### src/hw/rtl/sff_pkg.sv
package sff_pkg;

	localparam int MAX_HALF_ORDER = 64;
	localparam int NUM_CHANNELS   = 2;
	localparam int CHAN_TAPS      = 2 * MAX_HALF_ORDER + 1;
	localparam int MEM_DEPTH      = NUM_CHANNELS * CHAN_TAPS;

	localparam int SMP_W  = 16;
	localparam int HO_W   = 7;
	localparam int TAPI_W = 8;
	localparam int ADDR_W = $clog2(MEM_DEPTH);
	localparam int IDX_W  = $clog2(CHAN_TAPS);
	localparam int TAP_W  = $clog2(CHAN_TAPS + 1);
	localparam int CH_W   = (NUM_CHANNELS > 1) ? $clog2(NUM_CHANNELS) : 1;
	localparam int PROD_W = 2 * SMP_W;
	localparam int ACC_W  = PROD_W + $clog2(CHAN_TAPS);
	localparam int FRAC_W = 15;

	localparam logic CMD_LOAD   = 1'b0;
	localparam logic CMD_FILTER = 1'b1;

	typedef struct packed {
		logic start;
		logic coef_wr;
		logic issue;
		logic do_abs;
		logic do_round;
		logic out_load;
	} sff_cmd_t;

	typedef struct packed {
		logic item_sample;
		logic item_load;
		logic last_tap;
		logic pipe_busy;
		logic out_free;
	} sff_status_t;

	function automatic logic [ADDR_W-1:0] chan_base(input logic [CH_W-1:0] ch);
		return ADDR_W'(ch) * ADDR_W'(CHAN_TAPS);
	endfunction

endpackage

### src/hw/rtl/sff_ctrl.sv
module sff_ctrl
	import sff_pkg::*;
(
	input  logic        clk,
	input  logic        arst_n,
	input  logic        in_valid,
	input  sff_status_t stat,
	output sff_cmd_t    cmd,
	output logic        in_stall
);

	localparam logic [2:0] ST_IDLE  = 3'd0;
	localparam logic [2:0] ST_RUN   = 3'd1;
	localparam logic [2:0] ST_DRAIN = 3'd2;
	localparam logic [2:0] ST_ABS   = 3'd3;
	localparam logic [2:0] ST_ROUND = 3'd4;
	localparam logic [2:0] ST_OUT   = 3'd5;

	logic [2:0] state_q;
	logic [2:0] state_nxt;

	always_comb begin
		state_nxt    = state_q;
		cmd          = '0;
		in_stall     = 1'b1;
		case (state_q)
			ST_IDLE: begin
				in_stall    = 1'b0;
				cmd.coef_wr = in_valid && stat.item_load;
				cmd.start   = in_valid && stat.item_sample;
				if (cmd.start) begin
					state_nxt = ST_RUN;
				end
			end
			ST_RUN: begin
				cmd.issue = 1'b1;
				if (stat.last_tap) begin
					state_nxt = ST_DRAIN;
				end
			end
			ST_DRAIN: begin
				if (!stat.pipe_busy) begin
					state_nxt = ST_ABS;
				end
			end
			ST_ABS: begin
				cmd.do_abs = 1'b1;
				state_nxt  = ST_ROUND;
			end
			ST_ROUND: begin
				cmd.do_round = 1'b1;
				state_nxt    = ST_OUT;
			end
			ST_OUT: begin
				if (stat.out_free) begin
					cmd.out_load = 1'b1;
					state_nxt    = ST_IDLE;
				end
			end
			default: begin
				state_nxt = ST_IDLE;
			end
		endcase
	end

	always_ff @(posedge clk or negedge arst_n) begin
		if (!arst_n) begin
			state_q <= ST_IDLE;
		end else begin
			state_q <= state_nxt;
		end
	end

endmodule

### config.mk
export PLATFORM = sky130hd
export DESIGN_NAME = sff_ctrl
export DESIGN_NICKNAME = d
export VERILOG_FILES = /design/src/hw/rtl/sff_pkg.sv /design/src/hw/rtl/sff_ctrl.sv
export SDC_FILE = /design/constraint.sdc
export NUM_CORES = 1
export LEC_CHECK = 0
export BUFFER_PORTS_ARGS = -buffer_cell sky130_fd_sc_hd__buf_2
export CAP_MARGIN = 20
export CORE_AREA = 4 4 41 43
export CTS_CLUSTER_SIZE = 28
export DETAILED_ROUTE_END_ITERATION = 8
export DIE_AREA = 0 0 45 47
export GPL_TIMING_DRIVEN = 0
export PLACE_DENSITY = 0.35
export REMOVE_ABC_BUFFERS = 1
export SLEW_MARGIN = 10
export SYNTH_ARGS = -nofsm -noshare
export SYNTH_HDL_FRONTEND = slang
export SYNTH_SLANG_ARGS = --single-unit
### constraint.sdc
create_clock -name clk -period 1.5 [get_ports clk]
set_clock_uncertainty 0.05 [all_clocks]
set_input_delay 0.15 -clock clk [delete_from_list [all_inputs] [get_ports clk]]
set_output_delay 0.15 -clock clk [all_outputs]
set_load 0.01 [all_outputs]
==> metrics.txt, run 1 <==
# TYPE chip_impl_metric gauge
chip_impl_metric{name="first_pass_grt_wire_length",unit="um"} 1170
chip_impl_info{name="startpoint_type",value="register"} 1
chip_impl_metric{name="synth-compound-area-share",unit="%"} 17.7
chip_impl_info{name="cp-end-kind",value="output pin"} 1
chip_impl_metric{name="post_layout_nonfiller_instances",unit=""} 64
chip_impl_metric{name="ys.warnings.count",unit=""} 0
chip_impl_metric{name="vias_in_the_first_global_route",unit=""} 283
chip_impl_metric{name="global_route.usage.met3",unit="%"} 2.30
chip_impl_metric{name="timing.max_cap.violations",unit=""} 0
chip_impl_metric{name="drt_wl_total",unit="um"} 676
chip_impl_metric{name="timing_worst_slew_pin_value",unit="ps"} 211
chip_impl_metric{name="post_dp_cell_area",unit="sq um"} 297
chip_impl_metric{name="flip_flop_count_of_the_largest_register_after_layout",unit=""} 3
chip_impl_metric{name="route.detailed.vias_per_inst",unit=""} 3.92
chip_impl_metric{name="reg2reg_slack",unit="ps"} 360
chip_impl_metric{name="per_instance_average_area_after_synthesis",unit="sq um"} 8.11
chip_impl_metric{name="area_growth_syn_to_layout",unit="%"} 69.7
chip_impl_metric{name="rows",unit=""} 13
chip_impl_metric{name="dpl.cell_count",unit=""} 55
chip_impl_metric{name="drive_above_1_share",unit="%"} 57.1
chip_impl_info{name="reg2reg_from",value="state_q[1]"} 1
chip_impl_info{name="endpoint_of_the_worst_hold_timing_path",value="state_q[1]"} 1
chip_impl_metric{name="use_met2",unit="%"} 14.1
chip_impl_metric{name="drtAntennaViolNets",unit=""} 0
chip_impl_metric{name="grt_usage",unit="%"} 8.15
chip_impl_metric{name="final.setup.worst_slack",unit="ps"} 32.4
chip_impl_metric{name="placement.io_buffers",unit=""} 14
chip_impl_metric{name="synth-seq-cells",unit=""} 3
chip_impl_metric{name="firstDrtPassIters",unit=""} 1
chip_impl_metric{name="maximum_number_of_pins_on_one_net_before_global_route_repair",unit=""} 10
chip_impl_info{name="hp-start",value="stat[2]"} 1
chip_impl_info{name="largest-register",value="state_q"} 1
chip_impl_metric{name="globalRoute.totalOverflow",unit=""} 0
chip_impl_metric{name="final_net_count",unit=""} 58
chip_impl_metric{name="coreArea",unit="sq um"} 1300
chip_impl_metric{name="worstRegToRegCells",unit=""} 4
chip_impl_metric{name="clk_pin_slew_worst_paths",unit="ps"} 30
chip_impl_metric{name="worst_ep_arrival_time",unit="ps"} 1270
chip_impl_info{name="largest_family_of_logic_cells_by_synthesized_area",value="simple AND/OR/NAND/NOR gates"} 1
chip_impl_metric{name="insertion_delay",unit="ps"} 230
chip_impl_metric{name="num_io_pins",unit=""} 15
chip_impl_info{name="grt-busiest-layer",value="met2"} 1
chip_impl_info{name="top_registers",value="state_q (3)"} 1
chip_impl_metric{name="slew_headroom",unit="%"} 85.8
chip_impl_metric{name="yosys.area_share.xor_xnor",unit="%"} 0
chip_impl_metric{name="via_count",unit=""} 251
chip_impl_metric{name="worst_case_setup_slack_after_placement",unit="ps"} 161
chip_impl_metric{name="post_synth_fa_ha_maj_area_fraction",unit="%"} 0
chip_impl_metric{name="synthCells",unit=""} 27
chip_impl_metric{name="crit_fanout",unit=""} 3
chip_impl_metric{name="part_of_the_yosys_area_used_for_sequential_elements",unit="%"} 34.3
chip_impl_metric{name="post-route-util",unit="%"} 28.6
chip_impl_metric{name="use_met1",unit="%"} 7.99
chip_impl_metric{name="setup_violations",unit=""} 0
chip_impl_metric{name="fin_tns_setup",unit="ps"} 0
chip_impl_metric{name="die_w",unit="um"} 45
chip_impl_metric{name="final_period_minus_worst_setup_slack",unit="ps"} 1470
chip_impl_metric{name="cts-buffers-inserted",unit=""} 3
chip_impl_metric{name="postLayoutCellArea",unit="sq um"} 372
chip_impl_metric{name="critical_path_required",unit="ps"} 1300
chip_impl_metric{name="clock_sinks",unit=""} 3
chip_impl_metric{name="clockBufferDepth",unit=""} 2
chip_impl_metric{name="synth.lib_cells_used.distinct",unit=""} 15
chip_impl_metric{name="worst_vdd_drop",unit="mV"} 0.512
chip_impl_metric{name="die_footprint",unit="sq um"} 2120
chip_impl_metric{name="drt_first_iter_violations",unit=""} 0
chip_impl_metric{name="place_hpwl",unit="um"} 477
chip_impl_info{name="hold_path.class",value="in -> reg"} 1
chip_impl_metric{name="powerDensity",unit="nW/um^2"} 2110
chip_impl_metric{name="timing.final.max_slew_violations",unit=""} 0
chip_impl_metric{name="cell_area_after_synthesis",unit="sq um"} 219
chip_impl_metric{name="post_synth_and_or_nand_nor_area_fraction",unit="%"} 41.1
chip_impl_info{name="criticalPathCategory",value="reg -> out"} 1
chip_impl_metric{name="h_tree_level_count",unit=""} 1
chip_impl_metric{name="mux_cell_area_share_after_synthesis",unit="%"} 0
chip_impl_metric{name="achievable-frequency",unit="MHz"} 681
chip_impl_metric{name="n_antenna_cell",unit=""} 0
chip_impl_metric{name="detail_route.wl_per_cell",unit="um"} 10.6
chip_impl_metric{name="final-hold-violation-count",unit=""} 0
chip_impl_info{name="root_buffer",value="sky130_fd_sc_hd__clkbuf_4"} 1
chip_impl_metric{name="min_path_cells",unit=""} 3
chip_impl_info{name="cts_tree",value="done"} 1
chip_impl_metric{name="grt_antenna_before_repair",unit=""} 0
chip_impl_metric{name="min_period_over_period",unit="%"} 97.8
chip_impl_metric{name="power_leakage",unit="nW"} 0.184
chip_impl_info{name="worst_r2r_endpoint",value="state_q[0]"} 1
chip_impl_metric{name="effective_utilization_at_floorplan",unit="%"} 16.8
chip_impl_metric{name="post-route-drc-count",unit=""} 0
chip_impl_info{name="run_status",value="completed"} 1
chip_impl_metric{name="die_height",unit="um"} 47
chip_impl_metric{name="globalplace.congestion",unit=""} 0.686
[power by group]
part           switching (mW)  internal (mW)
registers              0.0314          0.130
logic                   0.239          0.245
clock network          0.0377         0.0994
[layer usage]
layer  vias up  wire length, um
met2         5              384
met3         0               15
met5         -                0
li1        135                -
met4         0                0
met1       111              276
[worst max-delay path by stage]
| stage | start | end | slack (ps) | cells past startpoint |
|---|---|---|---|---|
| after floorplan | state_q[0] | cmd[4] | 240 | 2 |
| after global placement | state_q[0] | cmd[5] | 180 | 3 |
| after detailed placement | state_q[0] | cmd[4] | 160 | 3 |
| after CTS | state_q[2] | cmd[4] | 10 | 3 |
| after global routing | state_q[1] | cmd[4] | -10 | 3 |
| final | state_q[1] | cmd[4] | 30 | 3 |
[placed cells by master (no fill, tap or decap), types with 2 or more instances in the layout]
master | netlist | routed
sky130_fd_sc_hd__buf_2 | 0 | 14
sky130_fd_sc_hd__nor2_2 | 0 | 2
sky130_fd_sc_hd__a21oi_1 | 3 | 3
sky130_fd_sc_hd__nor2_1 | 5 | 3
sky130_fd_sc_hd__nand2b_1 | 2 | 2
sky130_fd_sc_hd__nand2_1 | 4 | 4
sky130_fd_sc_hd__buf_4 | 0 | 4
sky130_fd_sc_hd__dfrtp_2 | 0 | 3
sky130_fd_sc_hd__clkbuf_4 | 0 | 3
[cell usage after synthesis]
| cell type | instances | area (sq um) |
|---|---|---|
| sky130_fd_sc_hd__a21oi_1 | 3 | 15.0 |
| sky130_fd_sc_hd__nand3b_1 | 1 | 7.51 |
| sky130_fd_sc_hd__nand2_1 | 4 | 15.0 |
| sky130_fd_sc_hd__o21a_1 | 1 | 7.51 |
| sky130_fd_sc_hd__dfrtp_1 | 3 | 75.1 |
| sky130_fd_sc_hd__a31o_1 | 1 | 8.76 |
| sky130_fd_sc_hd__inv_1 | 1 | 3.75 |
| sky130_fd_sc_hd__and3_4 | 1 | 11.3 |
| sky130_fd_sc_hd__or3_4 | 1 | 11.3 |
| sky130_fd_sc_hd__buf_6 | 1 | 11.3 |
| sky130_fd_sc_hd__nor3b_1 | 1 | 7.51 |
| sky130_fd_sc_hd__a211oi_1 | 1 | 7.51 |
| sky130_fd_sc_hd__nand2b_1 | 2 | 12.5 |
| sky130_fd_sc_hd__or2_1 | 1 | 6.26 |
| sky130_fd_sc_hd__nor2_1 | 5 | 18.8 |
[cell families after synthesis]
| kind of cell | Yosys count |
|---|---|
| simple gates | 16 |
| compound gates | 6 |
| flops | 3 |
| buf+inv | 2 |
[final cells by class]
| type | count | area [sq um] |
|---|---|---|
| Timing Repair Buffer | 19 | 110 |
| Tap cell | 15 | 18.8 |
| Sequential cell | 3 | 78.8 |
| Multi-Input combinational cell | 22 | 134 |
| Clock buffer | 4 | 26.3 |
| Fill cell | 158 | 930 |
| Inverter | 1 | 3.75 |
[critical path: stages (launching register included)]
cell                      delay [ps]
sky130_fd_sc_hd__dfrtp_2         390
sky130_fd_sc_hd__or3_4           400
sky130_fd_sc_hd__nor2_2          110
sky130_fd_sc_hd__buf_2           130
[metrics by stage]
stage / hold slack (ps) / total power [mW]
floorplan: -196 / 0.417
global placement: -106 / 0.541
detailed placement: -104 / 0.552
CTS: 146 / 0.751
global route: 175 / 0.853
finish: 147 / 0.783
[timing repair]
action                     4_1_cts  5_1_grt
cloned                           0        0
resized for setup                3        2
pin swaps                        0        2
hold buffers                     1        0
hold endpoints to repair         3        0
buffers inserted                 2        2
setup endpoints to repair        2        2
No activity file was read; power rests on OpenSTA's default activity.
==> run 2: changes to the inputs <==
--- a/config.mk
+++ b/config.mk
@@ -7,12 +7,15 @@
 export LEC_CHECK = 0
 export BUFFER_PORTS_ARGS = -buffer_cell sky130_fd_sc_hd__buf_2
 export CAP_MARGIN = 20
+export CELL_PAD_IN_SITES_DETAIL_PLACEMENT = 0
+export CELL_PAD_IN_SITES_GLOBAL_PLACEMENT = 1
 export CORE_AREA = 4 4 41 43
 export CTS_CLUSTER_SIZE = 28
 export DETAILED_ROUTE_END_ITERATION = 8
 export DIE_AREA = 0 0 45 47
 export GPL_TIMING_DRIVEN = 0
-export PLACE_DENSITY = 0.35
+export HOLD_SLACK_MARGIN = 0.02
+export PLACE_DENSITY_LB_ADDON = 0.1
 export REMOVE_ABC_BUFFERS = 1
 export SLEW_MARGIN = 10
 export SYNTH_ARGS = -nofsm -noshare
==> metrics.txt, run 2 (same netlist as run 1, synthesis figures left out) <==
# TYPE chip_impl_metric gauge
chip_impl_metric{name="route.detailed.vias_per_inst",unit=""} 4.09
chip_impl_metric{name="min_path_cells",unit=""} 3
chip_impl_info{name="worst_r2r_endpoint",value="state_q[0]"} 1
chip_impl_metric{name="vias_in_the_first_global_route",unit=""} 263
chip_impl_metric{name="insertion_delay",unit="ps"} 230
chip_impl_metric{name="area_growth_syn_to_layout",unit="%"} 72.0
chip_impl_metric{name="wl_met2",unit="um"} 310
chip_impl_metric{name="m1WireLength",unit="um"} 305
chip_impl_metric{name="crit_fanout",unit=""} 3
chip_impl_info{name="criticalPathCategory",value="reg -> out"} 1
chip_impl_metric{name="first_pass_grt_wire_length",unit="um"} 1170
chip_impl_metric{name="rows",unit=""} 13
chip_impl_metric{name="slew_headroom",unit="%"} 84.7
chip_impl_metric{name="n_antenna_cell",unit=""} 0
chip_impl_metric{name="h_tree_level_count",unit=""} 1
chip_impl_info{name="reg2reg_from",value="state_q[1]"} 1
chip_impl_info{name="run_status",value="completed"} 1
chip_impl_metric{name="achievable-frequency",unit="MHz"} 700
chip_impl_info{name="most-common-layout-cells",value="sky130_fd_sc_hd__buf_2 (14), sky130_fd_sc_hd__buf_4 (5), sky130_fd_sc_hd__nor2_1 (4), sky130_fd_sc_hd__nand2_1 (4)"} 1
chip_impl_metric{name="min_period_over_period",unit="%"} 95.3
chip_impl_metric{name="flip_flop_count_of_the_largest_register_after_layout",unit=""} 3
chip_impl_info{name="critical_path.top_delay_family",value="simple AND/OR/NAND/NOR gates"} 1
chip_impl_info{name="critPathSlowestCell",value="sky130_fd_sc_hd__dfrtp_2"} 1
chip_impl_metric{name="post-route-drc-count",unit=""} 0
chip_impl_metric{name="drive_above_1_share",unit="%"} 56.0
chip_impl_metric{name="reg2reg_slack",unit="ps"} 230
chip_impl_metric{name="timing.max_cap.violations",unit=""} 0
chip_impl_metric{name="clock_sinks",unit=""} 3
chip_impl_metric{name="clk_pin_slew_worst_paths",unit="ps"} 40
chip_impl_info{name="hold_path.class",value="in -> reg"} 1
chip_impl_metric{name="cp.buffers_inverters",unit=""} 1
chip_impl_metric{name="die_footprint",unit="sq um"} 2120
chip_impl_info{name="largest-register",value="state_q"} 1
chip_impl_metric{name="via_count",unit=""} 266
chip_impl_metric{name="firstDrtPassIters",unit=""} 2
chip_impl_metric{name="effective_utilization_at_floorplan",unit="%"} 16.8
chip_impl_metric{name="power_leakage",unit="nW"} 0.189
chip_impl_info{name="root_buffer",value="sky130_fd_sc_hd__clkbuf_4"} 1
chip_impl_metric{name="postLayoutCellArea",unit="sq um"} 377
chip_impl_metric{name="final_net_count",unit=""} 59
chip_impl_info{name="final_common_cell",value="sky130_fd_sc_hd__buf_2"} 1
chip_impl_metric{name="final_period_minus_worst_setup_slack",unit="ps"} 1430
chip_impl_info{name="top_registers",value="state_q (3)"} 1
chip_impl_metric{name="die_height",unit="um"} 47
chip_impl_metric{name="finalHoldWorstSlack",unit="ps"} 155
chip_impl_info{name="crit_chain",value="or3_4 -> nor2_1 -> buf_2"} 1
chip_impl_metric{name="p_total",unit="mW"} 0.792
chip_impl_metric{name="num_io_pins",unit=""} 15
chip_impl_metric{name="place_hpwl",unit="um"} 484
chip_impl_metric{name="timing_worst_slew_pin_value",unit="ps"} 228
chip_impl_metric{name="clockBufferDepth",unit=""} 2
chip_impl_metric{name="maximum_number_of_pins_on_one_net_before_global_route_repair",unit=""} 10
chip_impl_info{name="endpoint_of_the_worst_hold_timing_path",value="state_q[1]"} 1
chip_impl_info{name="cts_tree",value="done"} 1
chip_impl_metric{name="drt_wl_total",unit="um"} 683
chip_impl_metric{name="drt_first_iter_violations",unit=""} 3
chip_impl_metric{name="final.setup.worst_slack",unit="ps"} 70.5
chip_impl_metric{name="placement.io_buffers",unit=""} 14
chip_impl_metric{name="critical_path_required",unit="ps"} 1300
chip_impl_metric{name="globalRoute.totalOverflow",unit=""} 0
chip_impl_info{name="top_signal_layer_used",value="met3"} 1
chip_impl_metric{name="final-hold-violation-count",unit=""} 0
chip_impl_info{name="crit_start",value="state_q[1]"} 1
chip_impl_metric{name="powerDensity",unit="nW/um^2"} 2100
chip_impl_metric{name="worst_vdd_drop",unit="mV"} 0.490
chip_impl_metric{name="worstRegToRegCells",unit=""} 5
chip_impl_metric{name="die_w",unit="um"} 45
chip_impl_metric{name="post_dp_cell_area",unit="sq um"} 297
chip_impl_metric{name="grt_usage",unit="%"} 8.38
chip_impl_metric{name="drtAntennaViolNets",unit=""} 0
chip_impl_metric{name="globalplace.congestion",unit=""} 0.689
chip_impl_metric{name="slowest_stage_delay_on_critical_path",unit="ps"} 390
chip_impl_metric{name="coreArea",unit="sq um"} 1300
chip_impl_info{name="startpoint_type",value="register"} 1
chip_impl_metric{name="timing.final.max_slew_violations",unit=""} 0
chip_impl_metric{name="grt_antenna_before_repair",unit=""} 0
chip_impl_metric{name="detail_route.wl_per_cell",unit="um"} 10.5
chip_impl_metric{name="cts-buffers-inserted",unit=""} 3
chip_impl_metric{name="fin_tns_setup",unit="ps"} 0
chip_impl_info{name="grt_setup_unrepaired",value="yes"} 1
chip_impl_info{name="cp-end-kind",value="output pin"} 1
chip_impl_metric{name="worst_case_setup_slack_after_placement",unit="ps"} 174
chip_impl_metric{name="final.fill_count",unit=""} 163
chip_impl_metric{name="worst_ep_arrival_time",unit="ps"} 1230
chip_impl_metric{name="met3WireLength",unit="um"} 67
chip_impl_info{name="hp-start",value="stat[2]"} 1
chip_impl_metric{name="timing.critical_path.depth",unit=""} 3
chip_impl_metric{name="setup_violations",unit=""} 0
-- run 2: cell count changes in the layout (fill, tap and decap cells not counted) --
cell and change:
sky130_fd_sc_hd__buf_4 +1, sky130_fd_sc_hd__nor2_1 +1, sky130_fd_sc_hd__nor2_2 -1
-- run 2: worst max-delay path by stage --
stage | slack, ps | end
6_report | 70 | cmd[5]
3_3_place_gp | 190 | cmd[4]
4_1_cts | 0.6 | cmd[4]
5_1_grt | -0.7 | cmd[4]
3_5_place_dp | 170 | cmd[4]
2_1_floorplan | 240 | cmd[4]
-- run 2: area by class of cell --
type	count	area (sq um)	share of cell area, %
Multi-Input combinational cell	22	131	34.9
Timing Repair Buffer	20	118	31.2
Sequential cell	3	78.8	20.9
Clock buffer	4	26.3	6.98
Tap cell	15	18.8	4.98
Inverter	1	3.75	0.997
-- run 2: where the power goes --
part / internal [mW] / switching (mW)
Combinational: 0.259 / 0.238
Sequential: 0.129 / 0.0268
Clock: 0.0995 / 0.0392
Total: 0.488 / 0.304
-- run 2: what timing repair did --
action	4_1_cts	5_1_grt
endpoints found under the setup margin	2	2
gates resized for setup	2	2
setup buffers	3	2
pin swaps	0	3
hold endpoints to repair	3	0
hold buffers	1	0
-- run 2: metal layers --
metal | vias to the layer above | global-route usage [%]
li1 | 137 | -
met1 | 117 | 9.34
met2 | 12 | 11.6
met3 | 0 | 4.60
met4 | 0 | 7.02
met5 | - | 0
-- run 2: metrics by stage --
step / util [%] / cells
after detailed placement: 22.8 / 55
after global routing: 28.9 / 65
after global placement: 22.8 / 55
after floorplan: - / 26
after CTS: 27.5 / 63
final: 28.9 / 65
-- run 2: worst min-delay path: stages --
cell and delay, ps:
sky130_fd_sc_hd__buf_2 110, sky130_fd_sc_hd__nand3b_1 80, sky130_fd_sc_hd__a21oi_1 60
==> run 3: changes to the inputs <==
--- a/config.mk
+++ b/config.mk
@@ -7,9 +7,10 @@
 export LEC_CHECK = 0
 export BUFFER_PORTS_ARGS = -buffer_cell sky130_fd_sc_hd__buf_2
 export CAP_MARGIN = 20
-export CELL_PAD_IN_SITES_DETAIL_PLACEMENT = 0
+export CELL_PAD_IN_SITES_DETAIL_PLACEMENT = 1
 export CELL_PAD_IN_SITES_GLOBAL_PLACEMENT = 1
 export CORE_AREA = 4 4 41 43
+export CTS_BUF_LIST = sky130_fd_sc_hd__clkbuf_8
 export CTS_CLUSTER_SIZE = 28
 export DETAILED_ROUTE_END_ITERATION = 8
 export DIE_AREA = 0 0 45 47
==> metrics.txt, run 3 (same netlist as run 1, synthesis figures left out) <==
# TYPE chip_impl_metric gauge
chip_impl_metric{name="die_footprint",unit="sq um"} 2120
chip_impl_metric{name="via_count",unit=""} 282
chip_impl_info{name="run_status",value="completed"} 1
chip_impl_info{name="critPathSlowestCell",value="sky130_fd_sc_hd__dfrtp_2"} 1
chip_impl_metric{name="fin_tns_setup",unit="ps"} 0
chip_impl_metric{name="post-route-util",unit="%"} 30.2
chip_impl_metric{name="vias_in_the_first_global_route",unit=""} 273
chip_impl_metric{name="flip_flop_count_of_the_largest_register_after_layout",unit=""} 3
chip_impl_metric{name="drt_first_iter_violations",unit=""} 1
chip_impl_info{name="most-common-layout-cells",value="sky130_fd_sc_hd__buf_2 (14), sky130_fd_sc_hd__nor2_1 (5), sky130_fd_sc_hd__buf_4 (5), sky130_fd_sc_hd__nand2_1 (4)"} 1
chip_impl_metric{name="clock_sinks",unit=""} 3
chip_impl_metric{name="grt_usage",unit="%"} 7.99
chip_impl_metric{name="power_leakage",unit="nW"} 0.202
chip_impl_metric{name="die_height",unit="um"} 47
chip_impl_metric{name="final.setup.worst_slack",unit="ps"} 56.8
chip_impl_metric{name="globalRoute.totalOverflow",unit=""} 0
chip_impl_metric{name="clk_pin_slew_worst_paths",unit="ps"} 30
chip_impl_metric{name="num_io_pins",unit=""} 15
chip_impl_metric{name="worst_ep_arrival_time",unit="ps"} 1240
chip_impl_metric{name="slew_headroom",unit="%"} 82.1
chip_impl_metric{name="worst_case_setup_slack_after_placement",unit="ps"} 155
chip_impl_metric{name="postLayoutCellArea",unit="sq um"} 393
chip_impl_metric{name="achievable-frequency",unit="MHz"} 693
chip_impl_metric{name="timing.final.max_slew_violations",unit=""} 0
chip_impl_metric{name="power_switching_share",unit="%"} 36.8
chip_impl_metric{name="coreArea",unit="sq um"} 1300
chip_impl_metric{name="critical_path_required",unit="ps"} 1300
chip_impl_metric{name="firstDrtPassIters",unit=""} 4
chip_impl_metric{name="insertion_delay",unit="ps"} 210
chip_impl_metric{name="final-hold-violation-count",unit=""} 0
chip_impl_metric{name="effective_utilization_at_floorplan",unit="%"} 16.8
chip_impl_metric{name="route.detailed.vias_per_inst",unit=""} 4.34
chip_impl_metric{name="area_growth_syn_to_layout",unit="%"} 79.4
chip_impl_metric{name="grt_antenna_before_repair",unit=""} 0
chip_impl_info{name="root_buffer",value="sky130_fd_sc_hd__clkbuf_8"} 1
chip_impl_metric{name="maximum_number_of_pins_on_one_net_before_global_route_repair",unit=""} 10
chip_impl_metric{name="final_net_count",unit=""} 59
chip_impl_metric{name="globalplace.congestion",unit=""} 0.689
chip_impl_info{name="hold_path.class",value="in -> reg"} 1
chip_impl_info{name="startpoint_type",value="register"} 1
chip_impl_metric{name="p_int",unit="mW"} 0.560
chip_impl_metric{name="die_w",unit="um"} 45
chip_impl_metric{name="sequentialPowerShare",unit="%"} 18.1
chip_impl_metric{name="clkPwrFrac",unit="%"} 25.3
chip_impl_info{name="cp-end-kind",value="output pin"} 1
chip_impl_metric{name="drive_above_1_share",unit="%"} 54.0
chip_impl_metric{name="timing_worst_slew_pin_value",unit="ps"} 267
chip_impl_metric{name="final.fill_count",unit=""} 169
chip_impl_metric{name="final_period_minus_worst_setup_slack",unit="ps"} 1440
chip_impl_metric{name="cts-buffers-inserted",unit=""} 3
chip_impl_metric{name="n_antenna_cell",unit=""} 0
chip_impl_info{name="largest-register",value="state_q"} 1
chip_impl_metric{name="post_dp_cell_area",unit="sq um"} 297
chip_impl_metric{name="drt_wl_total",unit="um"} 790
chip_impl_metric{name="clockBufferDepth",unit=""} 2
chip_impl_metric{name="finalHoldWorstSlack",unit="ps"} 173
chip_impl_metric{name="place_hpwl",unit="um"} 528
chip_impl_info{name="final_common_cell",value="sky130_fd_sc_hd__buf_2"} 1
chip_impl_metric{name="first_pass_grt_wire_length",unit="um"} 1190
chip_impl_metric{name="switching_power",unit="mW"} 0.326
chip_impl_metric{name="cp.buffers_inverters",unit=""} 1
chip_impl_metric{name="post-route-drc-count",unit=""} 0
chip_impl_info{name="critical_path.top_delay_family",value="simple AND/OR/NAND/NOR gates"} 1
chip_impl_metric{name="setup_violations",unit=""} 0
chip_impl_metric{name="h_tree_level_count",unit=""} 1
chip_impl_metric{name="rows",unit=""} 13
chip_impl_metric{name="drtAntennaViolNets",unit=""} 0
chip_impl_metric{name="powerDensity",unit="nW/um^2"} 2260
chip_impl_info{name="grt_setup_unrepaired",value="no"} 1
chip_impl_metric{name="detail_route.wl_per_cell",unit="um"} 12.2
chip_impl_metric{name="crit_fanout",unit=""} 3
chip_impl_info{name="crit_chain",value="or3_4 -> nor2_1 -> buf_2"} 1
chip_impl_info{name="cts_tree",value="done"} 1
chip_impl_metric{name="min_period_over_period",unit="%"} 96.2
chip_impl_info{name="top_registers",value="state_q (3)"} 1
chip_impl_metric{name="slowest_stage_delay_on_critical_path",unit="ps"} 400
chip_impl_metric{name="worst_vdd_drop",unit="mV"} 0.746
chip_impl_metric{name="placement.io_buffers",unit=""} 14
chip_impl_metric{name="timing.max_cap.violations",unit=""} 0
chip_impl_metric{name="share_comb_of_total_power",unit="%"} 56.6
chip_impl_info{name="criticalPathCategory",value="reg -> out"} 1
run 3: cell types whose count changed in the layout (fill, tap and decap cells not counted), sizes merged:
cell and change:
inv +1, clkbuf -1
run 3: tightest hold or removal path, cell delays in order:
cell and delay, ps:
sky130_fd_sc_hd__buf_2 110, sky130_fd_sc_hd__nand3b_1 70, sky130_fd_sc_hd__a21oi_1 60
run 3: cell type report:
type | count | area (sq um) | share of cell area [%]
Tap cell | 15 | 18.8 | 4.78
Clock inverter | 1 | 3.75 | 0.955
Clock buffer | 3 | 41.3 | 10.5
Multi-Input combinational cell | 22 | 129 | 32.8
Sequential cell | 3 | 78.8 | 20.1
Inverter | 1 | 3.75 | 0.955
Timing Repair Buffer | 20 | 118 | 29.9
run 3: per-stage QoR:
stage                     power, mW  std cells
after detailed placement      0.551         55
after floorplan               0.417         26
after global routing          0.970         65
final                         0.886         65
after global placement        0.537         55
after CTS                     0.840         62
run 3: final timing paths:
kind | slack [ps] | to | depth (start not counted) | from
worst min register to register | 530 | state_q[1] | 2 | state_q[2]
max in group asynchronous | 1060 | state_q[2] | 2 | arst_n
worst min-delay path | 170 | state_q[1] | 3 | stat[2]
min in group asynchronous | 220 | state_q[0] | 2 | arst_n
worst max-delay path | 60 | cmd[4] | 3 | state_q[0]
worst max register to register | 250 | state_q[0] | 4 | state_q[2]
run 3: power by group through the flow:
stage	Clock, mW	Combinational, mW	Sequential [mW]
6_report	0.224	0.501	0.160
5_1_grt	0.242	0.557	0.171
4_1_cts	0.230	0.437	0.174
3_5_place_dp	0	0.336	0.216
3_3_place_gp	0	0.324	0.213
2_1_floorplan	0	0.230	0.187
run 3: layer usage:
layer	GRT usage [%]	up-vias	wire (um)	share of wire, %
li1	-	137	-	-
met1	8.90	131	303	38
met2	13.6	14	416	53
met3	1.92	0	70	8.9
met4	5.26	0	0	0
met5	0	-	0	0
run 3: repair_timing:
item | 4_1_cts | 5_1_grt
resized for setup | 2 | 1
endpoints found under the setup margin | 2 | 2
cloned | 0 | 0
buffers inserted | 2 | 3
hold buffers | 1 | 0
endpoints found under the hold margin | 3 | 0
